File: src/rtl/kmcd_pkg.sv
`timescale 1ns / 1ps
`default_nettype none
// ---------------------------------------------------------------------------
// kmcd_pkg: shared constants for the key matrix change detector
// Command codes, register indexes, reset values and stream field widths.
// ---------------------------------------------------------------------------
package kmcd_pkg;

  // command codes carried on s_tuser
  localparam logic [1:0] CMD_TICK    = 2'd0;
  localparam logic [1:0] CMD_GATED   = 2'd1;
  localparam logic [1:0] CMD_UNGATED = 2'd2;
  localparam logic [1:0] CMD_NONE    = 2'd3;

  // configuration register indexes
  localparam logic REG_DEBOUNCE = 1'b0;
  localparam logic REG_ACTIVE   = 1'b1;

  localparam int CFG_DATA_W = 16;
  localparam int ELAPSED_W  = 16;

  localparam logic [15:0]        DEBOUNCE_RESET = 16'd50;
  localparam logic [3:0]         ACTIVE_RESET   = 4'd8;
  localparam logic [ELAPSED_W-1:0] ELAPSED_MAX  = {ELAPSED_W{1'b1}};

  // field widths
  localparam int ROW_W    = 3;
  localparam int SAMPLE_W = 8;
  localparam int EVCOL_W  = 3;

endpackage : kmcd_pkg
`default_nettype wire

File: src/rtl/key_matrix_change_detector_top.sv
`timescale 1ns / 1ps
`default_nettype none
// ---------------------------------------------------------------------------
// key_matrix_change_detector_top: keyboard matrix change detector
// Keeps the last column levels of each row in a small RAM and reports one
// beat per changed column, lowest column first, when a row sample is taken.
// ---------------------------------------------------------------------------
//  channel  dir  handshake          payload
//  s_*      in   s_tvalid/s_tready  tuser cmd, tdata row_index, column_sample
//  m_*      out  m_tvalid/m_tready  tdata event_row, event_column,
//                                   tuser released, tlast last
//  cfg_*    in   cfg_we             cfg_index, cfg_data
//
// A tick, an unused command, a dropped or out-of-range sample leaves the block idle.
// A taken sample is read from the RAM, compared and written back, then the
// changed columns are scanned, lowest first; no scan runs when nothing changed.
// s_tready stays low until the block is idle again.
// Each changed column waits in the scan until the output register is free.
// rst is synchronous; the row RAM reads as all ones until a row is written
// (per-row valid bits), so no clearing pass is needed.
// ---------------------------------------------------------------------------
module key_matrix_change_detector_top
  import kmcd_pkg::*;
#(
  parameter int ROWS = 8,
  parameter int COLS = 8
) (
  input  wire logic                  clk,
  input  wire logic                  rst,
  // input stream
  input  wire logic                  s_tvalid,
  output      logic                  s_tready,
  input  wire logic [15:0]           s_tdata,   // [2:0] row_index, [10:3] column_sample
  input  wire logic [1:0]            s_tuser,   // [1:0] cmd
  // result stream
  output      logic                  m_tvalid,
  input  wire logic                  m_tready,
  output      logic [7:0]            m_tdata,   // [2:0] event_row, [5:3] event_column
  output      logic                  m_tuser,   // [0] released
  output      logic                  m_tlast,
  // configuration
  input  wire logic                  cfg_we,
  input  wire logic                  cfg_index,
  input  wire logic [CFG_DATA_W-1:0] cfg_data
);

  localparam int AW = (ROWS > 1) ? $clog2(ROWS) : 1;
  localparam int CW = (COLS > 1) ? $clog2(COLS) : 1;

  localparam logic [1:0] ST_IDLE = 2'd0;
  localparam logic [1:0] ST_READ = 2'd1;
  localparam logic [1:0] ST_SCAN = 2'd2;

  logic [1:0]            state;
  logic [15:0]           debounce_ticks;
  logic [3:0]            active_columns;
  logic [ELAPSED_W-1:0]  elapsed;

  logic [COLS-1:0]       mem [ROWS];
  logic [ROWS-1:0]       row_valid;
  logic [COLS-1:0]       rd_data;
  logic                  rd_valid;

  logic [AW-1:0]         cur_addr;
  logic [ROW_W-1:0]      cur_row;
  logic [COLS-1:0]       cur_sample;
  logic [COLS-1:0]       changed;
  logic [CW-1:0]         col;

  // input decode
  logic                  accept;
  logic [1:0]            in_cmd;
  logic [ROW_W-1:0]      in_row;
  logic [COLS-1:0]       col_mask;
  logic [COLS-1:0]       masked_sample;
  logic                  row_ok;
  logic                  gate_open;
  logic                  take;

  assign s_tready = (state == ST_IDLE);
  assign accept   = s_tvalid && s_tready;
  assign in_cmd   = s_tuser;
  assign in_row   = s_tdata[ROW_W-1:0];

  always_comb begin
    for (int i = 0; i < COLS; i++) begin
      col_mask[i] = (i < int'(active_columns));
    end
  end

  assign masked_sample = COLS'(s_tdata[ROW_W+SAMPLE_W-1:ROW_W]) & col_mask;
  assign row_ok        = (int'(in_row) < ROWS);
  assign gate_open     = (elapsed > debounce_ticks);
  assign take          = accept && row_ok &&
                         ((in_cmd == CMD_UNGATED) || ((in_cmd == CMD_GATED) && gate_open));

  // compare against stored row; inactive columns never report
  logic [COLS-1:0] stored;
  logic [COLS-1:0] diff;
  assign stored = rd_valid ? rd_data : {COLS{1'b1}};
  assign diff   = (stored ^ cur_sample) & col_mask;

  // column scan
  logic [COLS-1:0] col_bit;
  logic [COLS-1:0] rest;
  logic            out_free;
  logic            load;
  assign col_bit  = COLS'(1) << col;
  assign rest     = changed & ~col_bit;
  assign out_free = !m_tvalid || m_tready;
  assign load     = (state == ST_SCAN) && changed[col] && out_free;

  // configuration registers
  always_ff @(posedge clk) begin
    if (rst) begin
      debounce_ticks <= DEBOUNCE_RESET;
      active_columns <= ACTIVE_RESET;
    end else if (cfg_we) begin
      unique case (cfg_index)
        REG_DEBOUNCE: debounce_ticks <= cfg_data[15:0];
        REG_ACTIVE:   active_columns <= cfg_data[3:0];
        default:      ;
      endcase
    end
  end

  // elapsed counter
  always_ff @(posedge clk) begin
    if (rst) begin
      elapsed <= '0;
    end else if (accept && (in_cmd == CMD_TICK)) begin
      if (elapsed != ELAPSED_MAX) begin
        elapsed <= elapsed + 1'b1;
      end
    end else if (take && (in_cmd == CMD_GATED)) begin
      elapsed <= '0;
    end
  end

  // row RAM: read on take, write back in the compare cycle
  always_ff @(posedge clk) begin
    if (take) begin
      rd_data <= mem[AW'(in_row)];
    end
    if (state == ST_READ) begin
      mem[cur_addr] <= cur_sample;
    end
  end

  always_ff @(posedge clk) begin
    if (rst) begin
      row_valid <= '0;
      rd_valid  <= 1'b0;
    end else begin
      if (take) begin
        rd_valid <= row_valid[AW'(in_row)];
      end
      if (state == ST_READ) begin
        row_valid[cur_addr] <= 1'b1;
      end
    end
  end

  // sequencer
  always_ff @(posedge clk) begin
    if (rst) begin
      state <= ST_IDLE;
    end else begin
      unique case (state)
        ST_IDLE: begin
          if (take) begin
            state <= ST_READ;
          end
        end
        ST_READ: begin
          state <= (diff != '0) ? ST_SCAN : ST_IDLE;
        end
        ST_SCAN: begin
          if (load && (rest == '0)) begin
            state <= ST_IDLE;
          end
        end
        default: state <= ST_IDLE;
      endcase
    end
  end

  always_ff @(posedge clk) begin
    if (take) begin
      cur_addr   <= AW'(in_row);
      cur_row    <= in_row;
      cur_sample <= masked_sample;
    end
    if (state == ST_READ) begin
      changed <= diff;
      col     <= '0;
    end else if (state == ST_SCAN) begin
      if (changed[col]) begin
        if (out_free) begin
          changed <= rest;
        end
      end else begin
        col <= col + 1'b1;
      end
    end
  end

  // output register
  always_ff @(posedge clk) begin
    if (rst) begin
      m_tvalid <= 1'b0;
    end else if (load) begin
      m_tvalid <= 1'b1;
    end else if (m_tready) begin
      m_tvalid <= 1'b0;
    end
  end

  always_ff @(posedge clk) begin
    if (load) begin
      m_tdata <= {2'b00, EVCOL_W'(col), cur_row};
      m_tuser <= cur_sample[col];
      m_tlast <= (rest == '0);
    end
  end

  // checks
  a_scan_nonzero: assert property (@(posedge clk) disable iff (rst)
    (state == ST_SCAN) |-> (changed != '0))
    else $error("scan running with no changed column");

  a_scan_col_range: assert property (@(posedge clk) disable iff (rst)
    (state == ST_SCAN) |-> (int'(col) < COLS))
    else $error("column index past last column");

  a_one_bit_per_beat: assert property (@(posedge clk) disable iff (rst)
    load |=> ($countones(changed) == $past($countones(changed)) - 1))
    else $error("emitted beat did not retire exactly one column");

  a_last_ends_scan: assert property (@(posedge clk) disable iff (rst)
    (load && (rest == '0)) |=> (state == ST_IDLE) && m_tvalid && m_tlast)
    else $error("last beat did not end the scan");

endmodule : key_matrix_change_detector_top
`default_nettype wire

File: config.mk
export PLATFORM = sky130hd
export DESIGN_NAME = key_matrix_change_detector_top
export DESIGN_NICKNAME = d
export VERILOG_FILES = /design/src/rtl/kmcd_pkg.sv /design/src/rtl/key_matrix_change_detector_top.sv
export SDC_FILE = /design/constraint.sdc
export NUM_CORES = 1
export LEC_CHECK = 0
export CAP_MARGIN = 20
export CORE_MARGIN = 4
export CORE_UTILIZATION = 55
export CTS_CLUSTER_DIAMETER = 40
export CTS_CLUSTER_SIZE = 40
export DETAILED_ROUTE_END_ITERATION = 10
export DONT_BUFFER_PORTS = 1
export MAX_ROUTING_LAYER = met4
export PLACE_DENSITY_LB_ADDON = 0.12
export SLEW_MARGIN = 10
export SYNTH_ARGS = -nofsm -noshare
export SYNTH_HDL_FRONTEND = slang
export SYNTH_SLANG_ARGS = --single-unit
File: constraint.sdc
create_clock -name clk -period 5 [get_ports clk]
set_input_delay 0.5 -clock clk [delete_from_list [all_inputs] [get_ports clk]]
set_output_delay 0.5 -clock clk [all_outputs]
set_load 0.01 [all_outputs]
Word level (Yosys, flattened, before mapping)
Memory sizes are Yosys's and may differ from the RTL's. A register that Yosys moved wholly into a read port is not among the register bits.
Index checks and enable logic that the tools add are counted.

storage, ports and cells
  bits in writable memories = 64
  memories kept = 1
  flip-flop bits (word level) = 78

cells by class
  shift-type cells = 1
  add/subtract/negate cells = 2
  mux-type cells = 24
  bitwise operators = 8
  equal/unequal tests = 8
  reductions and logical operators = 27
  magnitude comparators = 13

memory list
  name  words  bits a word  read ports  clocked after memory_dff  wr ports  line                                  RTL
  mem   8      8            1           1                         1         key_matrix_change_detector_top.sv:59  logic [COLS-1:0] mem [ROWS];

operators with widths
  cell                                                                   number
  16-bit 2-to-1 mux                                                      3
  8-bit 2-to-1 mux                                                       5
  8-bit AND                                                              3
  16-bit by 1-bit adder with 16-bit output (second input constant)       1
  16-bit > comparator                                                    1
  3-bit by 4-bit < comparator with 1-bit output (first input constant)   4
  16-bit != test (second input constant)                                 1
  3-bit by 4-bit < comparator with 1-bit output (second input constant)  3
  2-bit AND reduction                                                    5
  2-bit nonzero test                                                     5
  1-bit binary-select mux with 3-bit select                              3
  1-bit logical AND                                                      9
  8-bit logical NOT                                                      1
  1-bit by 4-bit < comparator with 1-bit output (first input constant)   2
  2-bit by 4-bit < comparator with 1-bit output (first input constant)   2
  1-bit 2-to-1 mux                                                       8
  8-bit NOT                                                              1
  8-bit OR                                                               1
  8-bit nonzero test                                                     1
  1-bit by 3-bit << shifter with 8-bit output (first input constant)     1
  8-bit bitwise XOR                                                      1
  2-bit 2-to-1 mux                                                       3
  2-bit by 1-bit != test with 1-bit output (second input constant)       3
  2-bit case mux with 3 select lines                                     1
  other kinds (10)                                                       15

Depth between registers and ports, before layout
Gate-level depths: netlist of run 1.

  depth after elaboration = 7
  depth in mapped cells = 9

Least setup slack after synthesis of run 1
OpenSTA, ideal clock, no wires.

  path kind = register to register
  start point = register debounce_ticks[3]
  end point = register cur_row[0] (enable)
  path buffers = 1
  slack = 2547 ps
  setup time = 376 ps
  arrival = 2078 ps
  cell stages (with the launch flop) = 8
  clock period less this slack = 2453 ps
  cell sequence = dfxtp_1 inv_1 ha_1 and4_1 a2111oi_0 o31ai_2 buf_4 nand2_1

between the ends
  longest elaborated chain between the ends = 4

RTL lines
  what                    line                                   RTL
  from (decl)             key_matrix_change_detector_top.sv:55   logic [15:0] debounce_ticks;
  from (signal assigned)  key_matrix_change_detector_top.sv:120  REG_DEBOUNCE: debounce_ticks <= cfg_data[15:0];
  16-bit > comparator     key_matrix_change_detector_top.sv:93   assign gate_open = (elapsed > debounce_ticks);
  1-bit logical AND       key_matrix_change_detector_top.sv:95   ((in_cmd == CMD_UNGATED) || ((in_cmd == CMD_GATED) && gate_open));
  1-bit logical OR        key_matrix_change_detector_top.sv:95
  1-bit logical AND       key_matrix_change_detector_top.sv:94   assign take = accept && row_ok &&
  named net take          key_matrix_change_detector_top.sv:78   logic take;
  to (signal assigned)    key_matrix_change_detector_top.sv:191  cur_row <= in_row;
  to (decl)               key_matrix_change_detector_top.sv:65   logic [ROW_W-1:0] cur_row;

The timed path passes the listed nets, and every way through them passes these cells.
A chain may end at the register's enable or synchronous reset.

Worst setup path after layout of run 1
  start point = register elapsed[14]
  end point = register rd_data[6], read port of mem (enable)

between the ends
  longest elaborated chain between the ends = 4

RTL lines
  what                    line                                   RTL
  from (decl)             key_matrix_change_detector_top.sv:57   logic [ELAPSED_W-1:0] elapsed;
  from (signal assigned)  key_matrix_change_detector_top.sv:133  elapsed <= elapsed + 1'b1;
  16-bit > comparator     key_matrix_change_detector_top.sv:93
  1-bit logical AND       key_matrix_change_detector_top.sv:95
  1-bit logical OR        key_matrix_change_detector_top.sv:95
  1-bit logical AND       key_matrix_change_detector_top.sv:94
  named net take          key_matrix_change_detector_top.sv:78
  to (decl)               key_matrix_change_detector_top.sv:61   logic [COLS-1:0] rd_data;

The timed path passes the listed nets, and every way through them passes these cells.

==> impl_metrics.py, run 1 <==
metrics = {
    "outcome": {
        "outcome": "finished, final reports clean",
    },
    "pwr": {
        "sequentialPowerShare_pct": 49.7,
        "p_int_mw": 2.16,
        "comb_power_share_pct": 5.7,
        "ir_drop_mv": 0.240,
        "power_frac_clock_pct": 44.7,
        "p_switching_mw": 0.619,
        "pwr_density_cell_nw_per_um2": 369,
        "power.share.switching_pct": 22.3,
        "leakage_nw": 2.57,
    },
    "routing": {
        "routed_via_density": 5.74,
        "vias": 4226,
        "avgRoutedWirePerCell_um": 18.6,
        "ant_nets": 0,
        "drc": 0,
        "routed_wl_um": 13700,
        "drt_iter0_drc": 305,
        "dr.pass1.iters": 4,
    },
    "synth": {
        "synth_cells": 554,
        "yosys_register_bits": 150,
        "yosysSeqAreaShare_pct": 58.6,
        "yosysWarnings": 0,
        "synth_ff_type": "edfxtp_1",
        "avgSynthCellArea_um2": 12.3,
        "synthesis.area_um2": 6810,
        "yosys.cell_types.count": 58,
        "async_flop_share_pct": 0,
        "synth_edf_count": 99,
    },
    "sta": {
        "setup_viol": 0,
        "max_freq_mhz": 335,
        "holdWs_ns": 0.141,
        "rsz0062_at_grt": "no",
        "fin_worst_skew_ns": 0.00757,
        "report.final.slew_viol_count": 0,
        "setup-tns-final_ns": 0,
        "period_share_pct": 59.7,
        "hold_violations": 0,
        "slew_headroom_pct": 32.9,
        "min_period_ns": 2.98,
        "worst_slack_ns": 2.02,
        "tightest_slew_ns": 1.00,
    },
    "grt": {
        "antenna_found_initial": 0,
        "first_global_vias": 4131,
        "grt_pass1_wl_um": 22500,
        "grt_overflow_total": 0,
        "grt_max_degree": 43,
        "grtUsageTotal_pct": 21.4,
    },
    "finish": {
        "final_util_pct": 62.4,
        "nets": 619,
        "layout-drive-gt1-share_pct": 12.5,
        "syn_to_final_growth_pct": 10.6,
        "fill_cells": 934,
    },
    "critical_path": {
        "crit_arrival_ns": 3.03,
        "end_kind": "register",
        "rr_worst_depth": 7,
        "cp-start-kind": "register",
        "worstSetupPathType": "register to register",
        "critPathRequiredTime_ns": 5.05,
        "crit_fanout": 19,
    },
    "worst_hold_path": {
        "min_path_cells": 1,
        "min_path_type": "primary input to register",
    },
    "placement": {
        "dp_hpwl_um": 9540,
        "io_buffers": 0,
        "pre_cts_slack_ns": 2.00,
        "place.gp.congestion": 0.853,
    },
    "floorplanning": {
        "rows": 40,
        "io_pins": 52,
        "initial_core_util_pct": 56.5,
        "fp.dieH_um": 119,
        "die_area_um2": 14200,
        "core_um2": 12100,
        "die_x_um": 119,
    },
    "clock_tree": {
        "htree_levels": 4,
        "cts_tree": "done",
        "cts_resized": 0,
        "cts_buffer_depth": 2,
        "post_cts_buffers": 0,
        "cts.sinks": 150,
        "clk_pin_slew_ns": 0.06,
        "hold_buffers": 0,
        "cts_buffers": 17,
        "root_buffer": "clkbuf_16",
        "clkLatencyLatePin_ns": 0.42,
    },
    "run": {
        "drv_cap": 0,
    },
}
cell type report:
class | instances | area (um^2) | share of cell area [%]
sequential | 150 | 3990 | 53.0
multi-input combinational | 355 | 2630 | 35.0
clock buffer | 18 | 429 | 5.70
tap | 168 | 210 | 2.79
clock inverter | 14 | 148 | 1.96
inverter | 28 | 105 | 1.40
timing repair buffer | 1 | 7.51 | 0.0997
antenna | 2 | 5.00 | 0.0664
kinds of logic (layout without fill, tap and decap cells):
kind of cell / after synthesis / after routing / share of synthesized area [%]
AND/OR/NAND/NOR: 182 / 182 / 12.7
adder cells (fa/ha/maj): 26 / 26 / 4.77
multiplexers: 38 / 38 / 10.2
other: 1 / 4 / 0.0550
XOR/XNOR: 9 / 9 / 1.16
buffers and inverters: 50 / 61 / 2.96
AO/OA/AOI/OAI: 98 / 98 / 9.57
flip-flops: 150 / 150 / 58.6
worst max-delay path, stage by stage, from the launching register on:
cell	delay, ns
dfxtp_1	0.47
ha_1	0.30
nand4_1	0.14
nor4_1	0.11
a2111oi_0	0.61
o31ai_2	0.15
buf_4	0.22
nand2_1	0.61
synth_stat cells (4+ instances only):
library cell | number | area share [%]
nor3_1 | 8 | 0.59
nor2b_1 | 14 | 1.3
nand3_1 | 18 | 1.3
o211ai_1 | 8 | 0.88
mux2i_1 | 7 | 1.0
o21ai_0 | 13 | 0.95
inv_1 | 26 | 1.4
a311oi_1 | 9 | 1.2
nand4_1 | 6 | 0.55
dfxtp_1 | 51 | 15
ha_1 | 26 | 4.8
mux2_2 | 8 | 1.3
a21oi_1 | 38 | 2.8
xnor2_1 | 9 | 1.2
o21a_1 | 6 | 0.66
and2_1 | 4 | 0.37
nor2_1 | 43 | 2.4
clkbuf_1 | 16 | 0.88
mux4_1 | 4 | 1.5
nand2_1 | 64 | 3.5
nand2b_1 | 8 | 0.73
mux4_2 | 18 | 6.0
and3_1 | 5 | 0.46
edfxtp_1 | 99 | 44
placed cells by master (no fill, tap or decap), drive strengths merged, types with 2 or more instances in the layout:
master and count:
nand2b 8, xnor2 9, a21boi 2, or3 2, mux2i 8, clkinvlp 5, a21oi 38, nor2 44
nand3 18, mux2 8, and3 5, a31oi 3, mux4 22, bufinv 2, dfxtp 51, conb 2
o31ai 4, clkbuf 18, o21a 6, ha 26, nand2 65, nor3 9, edfxtp 99, a211oi 2
clkinv 4, nor2b 14, inv 31, and2 4, o211ai 8, and4 3, nand4 7, o21ai 14
diode 2, a311oi 9
path summary, 6_finish.rpt:
kind                                        start                              end  slack, ns
setup / recovery         elapsed[14]$_SDFFE_PP0P_             rd_data[6]$_DFFE_PP_       2.02
hold / removal                                rst          elapsed[3]$_SDFFE_PP0P_       0.14
setup reg to reg         elapsed[14]$_SDFFE_PP0P_             rd_data[6]$_DFFE_PP_       2.02
hold reg to reg   debounce_ticks[12]$_SDFFE_PP0P_  debounce_ticks[12]$_SDFFE_PP0P_       0.45
routing by layer:
metal  vias to the layer above  routed length (um)  GRT usage (%)
li1                       2057                   -              -
met1                      2050                6470           29.4
met2                        99                6340           31.6
met3                        20                 694           5.03
met4                         0                 215           7.09
met5                         -                   0              -
power by group through the flow:
stage	logic, mW	registers (mW)	clock network [mW]
6_report	0.157	1.38	1.24
5_1_grt	0.176	1.38	1.33
4_1_cts	0.159	1.38	1.26
3_5_place_dp	0.158	1.41	0
3_3_place_gp	0.154	1.40	0
2_1_floorplan	0.146	1.39	0
registers in the layout, summed over array words and instances, names as in the netlist, 4 cells and up:
| signal | flops |
|---|---|
| mem | 64 |
| debounce_ticks | 16 |
| elapsed | 16 |
| changed | 8 |
| cur_sample | 8 |
| rd_data | 8 |
| row_valid | 8 |
| m_tdata | 6 |
| active_columns | 4 |
metrics by stage:
step | total power [mW] | instances | area (um^2)
after floorplan | 1.54 | 555 | 6820
after global placement | 1.56 | 702 | 6950
after detailed placement | 1.56 | 702 | 6950
after CTS | 2.80 | 734 | 7520
after global routing | 2.88 | 734 | 7530
final | 2.78 | 736 | 7530
(Power assumes the default switching activity.)
==> run 2, diff against run 1 <==
==> constraint.sdc (replaced) <==
create_clock -name clk -period 3 [get_ports clk]
set_input_delay 0.3 -clock clk [delete_from_list [all_inputs] [get_ports clk]]
set_output_delay 0.3 -clock clk [all_outputs]
set_load 0.01 [all_outputs]
==> impl_metrics.py, run 2 (same netlist as run 1, synthesis figures left out) <==
metrics = {
    "clock_tree": {
        "clkLatencyLatePin_ns": 0.42,
        "cts_buffers": 17,
        "post_cts_buffers": 0,
        "cts_buffer_depth": 2,
        "cts.sinks": 150,
        "htree_levels": 4,
        "clk_pin_slew_ns": 0.06,
        "root_buffer": "clkbuf_16",
        "cts_tree": "done",
    },
    "critical_path": {
        "worstReg2RegStart": "elapsed[7]$_SDFFE_PP0P_",
        "rr_worst_depth": 8,
        "worstSetupPathType": "register to register",
        "slowest_stage": "a2111oi_0",
        "end_kind": "register",
        "critPathMaxStageDelay_ns": 0.53,
        "r2r_setup_slack_ns": 0.47,
        "crit_fanout": 19,
        "crit_arrival_ns": 2.63,
        "cp-start-kind": "register",
        "crit_chain": "ha_1, nand2_1, nor4_1, a2111oi_0, o31ai_2, buf_4, nand2_1, buf_4",
        "critPathRequiredTime_ns": 3.11,
        "crit-reg2reg-capture": "cur_sample[5]$_DFFE_PP_",
    },
    "finish": {
        "nets": 635,
        "largest_reg_flops": 64,
        "final_util_pct": 63.7,
        "final_common_cell": "edfxtp_1",
        "fin_area_um2": 7680,
        "regMostFlops": "mem",
        "mostFrequentLayoutCells": "99 x edfxtp_1, 64 x nand2_1, 51 x dfxtp_1, 43 x nor2_1, 38 x a21oi_1",
        "antenna_cells": 0,
        "syn_to_final_growth_pct": 12.7,
        "top_regs": "mem x64, debounce_ticks x16, elapsed x16",
        "layout-drive-gt1-share_pct": 13.9,
    },
    "sta": {
        "slew_headroom_pct": 55.9,
        "tightest_slew_ns": 0.658,
        "hold_violations": 0,
        "min_period_ns": 2.53,
        "fin_worst_skew_ns": 0.00333,
        "period_share_pct": 84.2,
        "setup-tns-final_ns": 0,
        "setup_viol": 0,
        "report.final.slew_viol_count": 0,
        "max_freq_mhz": 396,
        "rsz0062_at_grt": "no",
    },
    "outcome": {
        "outcome": "finished, final reports clean",
    },
    "floorplanning": {
        "io_pins": 52,
        "die_x_um": 119,
        "core_um2": 12100,
        "rows": 40,
        "die_area_um2": 14200,
        "initial_core_util_pct": 56.5,
        "fp.dieH_um": 119,
    },
    "worst_hold_path": {
        "hold_path_end": "debounce_ticks[6]$_SDFFE_PP0P_",
        "hp-start": "cfg_data[6]",
        "min_path_cells": 2,
        "min_path_type": "primary input to register",
    },
    "placement": {
        "dp_hpwl_um": 10000,
        "dpl_cell_area_um2": 7030,
        "io_buffers": 0,
        "place.gp.congestion": 0.848,
    },
    "grt": {
        "grt_overflow_total": 0,
        "antenna_found_initial": 0,
        "first_global_vias": 4415,
        "grt_max_degree": 42,
        "grt_pass1_wl_um": 23500,
        "grtUsageTotal_pct": 22.2,
    },
    "pwr": {
        "leakage_nw": 2.67,
        "pwr_density_cell_nw_per_um2": 618,
        "ir_drop_mv": 0.346,
        "finalPower_mw": 4.74,
    },
    "routing": {
        "vias": 4403,
        "avgRoutedWirePerCell_um": 19.5,
        "dr.pass1.iters": 4,
        "drt_iter0_drc": 581,
        "drc": 0,
        "routed_wl_um": 14600,
        "ant_nets": 0,
        "routed_via_density": 5.87,
    },
    "run": {
        "drv_cap": 0,
    },
}
-- run 2: cell count changes in the layout (fill, tap and decap cells not counted), moves of 2 or more --
cell           change
clkinv_2           +2
diode_2            -2
clkinvlp_4         -3
buf_4             +12
nor3_1             +2
dlygate4sd3_1      +3
nor3_2             -2
inv_6              -2
-- run 2: how the worst max path moves through the flow --
stage | startpoint | endpoint | slack [ns]
after floorplan | debounce_ticks[3]$_SDFFE_PP0P_ | cur_row[0]$_DFFE_PP_ | 0.55
after detailed placement | elapsed[7]$_SDFFE_PP0P_ | cur_row[2]$_DFFE_PP_ | 0.43
after global placement | elapsed[11]$_SDFFE_PP0P_ | cur_row[0]$_DFFE_PP_ | 0.56
after CTS | elapsed[7]$_SDFFE_PP0P_ | rd_data[1]$_DFFE_PP_ | 0.42
final | elapsed[7]$_SDFFE_PP0P_ | cur_sample[5]$_DFFE_PP_ | 0.47
after global routing | elapsed[7]$_SDFFE_PP0P_ | rd_data[1]$_DFFE_PP_ | 0.19
-- run 2: power breakdown --
part	switching (mW)	total (mW)	internal (mW)	leakage, nW
Sequential	0.0518	2.30	2.25	1.31
Clock	0.827	2.16	1.33	0.293
Combinational	0.154	0.284	0.129	1.07
Total	1.03	4.74	3.71	2.67
-- run 2: area by class of cell --
type,instances,area [um^2]
clock buffer,20,447
clock inverter,12,151
fill,921,4380
inverter,28,105
multi-input combinational,355,2620
sequential,150,3990
tap,168,210
timing repair buffer,17,148
-- run 2: what timing repair did --
item,in CTS,in global routing
gates resized for setup,0,0
setup endpoints to repair,0,0
endpoints found under the hold margin,44,0
hold buffers,4,0
-- run 2: stage by stage --
step	setup slack [ns]	instances	hold WS, ns
floorplan	0.547	555	0.399
global placement	0.564	714	0.373
detailed placement	0.427	714	0.374
CTS	0.422	750	0.00418
global route	0.188	750	0.00352
finish	0.474	750	0.0127
-- run 2: critical path: cells and delay by family, from the launching register on --
| family | cells | cell delay (ns) |
|---|---|---|
| AOI/OAI and AO/OA | 2 | 0.67 |
| adders and majority gates | 1 | 0.31 |
| buffers and inverters | 2 | 0.47 |
| DFF | 1 | 0.47 |
| and+or+nand+nor | 3 | 0.28 |
-- run 2: per-layer routing --
layer  GRT usage, %  share of wire, %  vias up
met4           6.30               1.3        0
met2           35.3                49      148
met1           29.4                43     2155
met5              -                 0        -
met3           4.37               6.2       23
li1               -                 -     2077
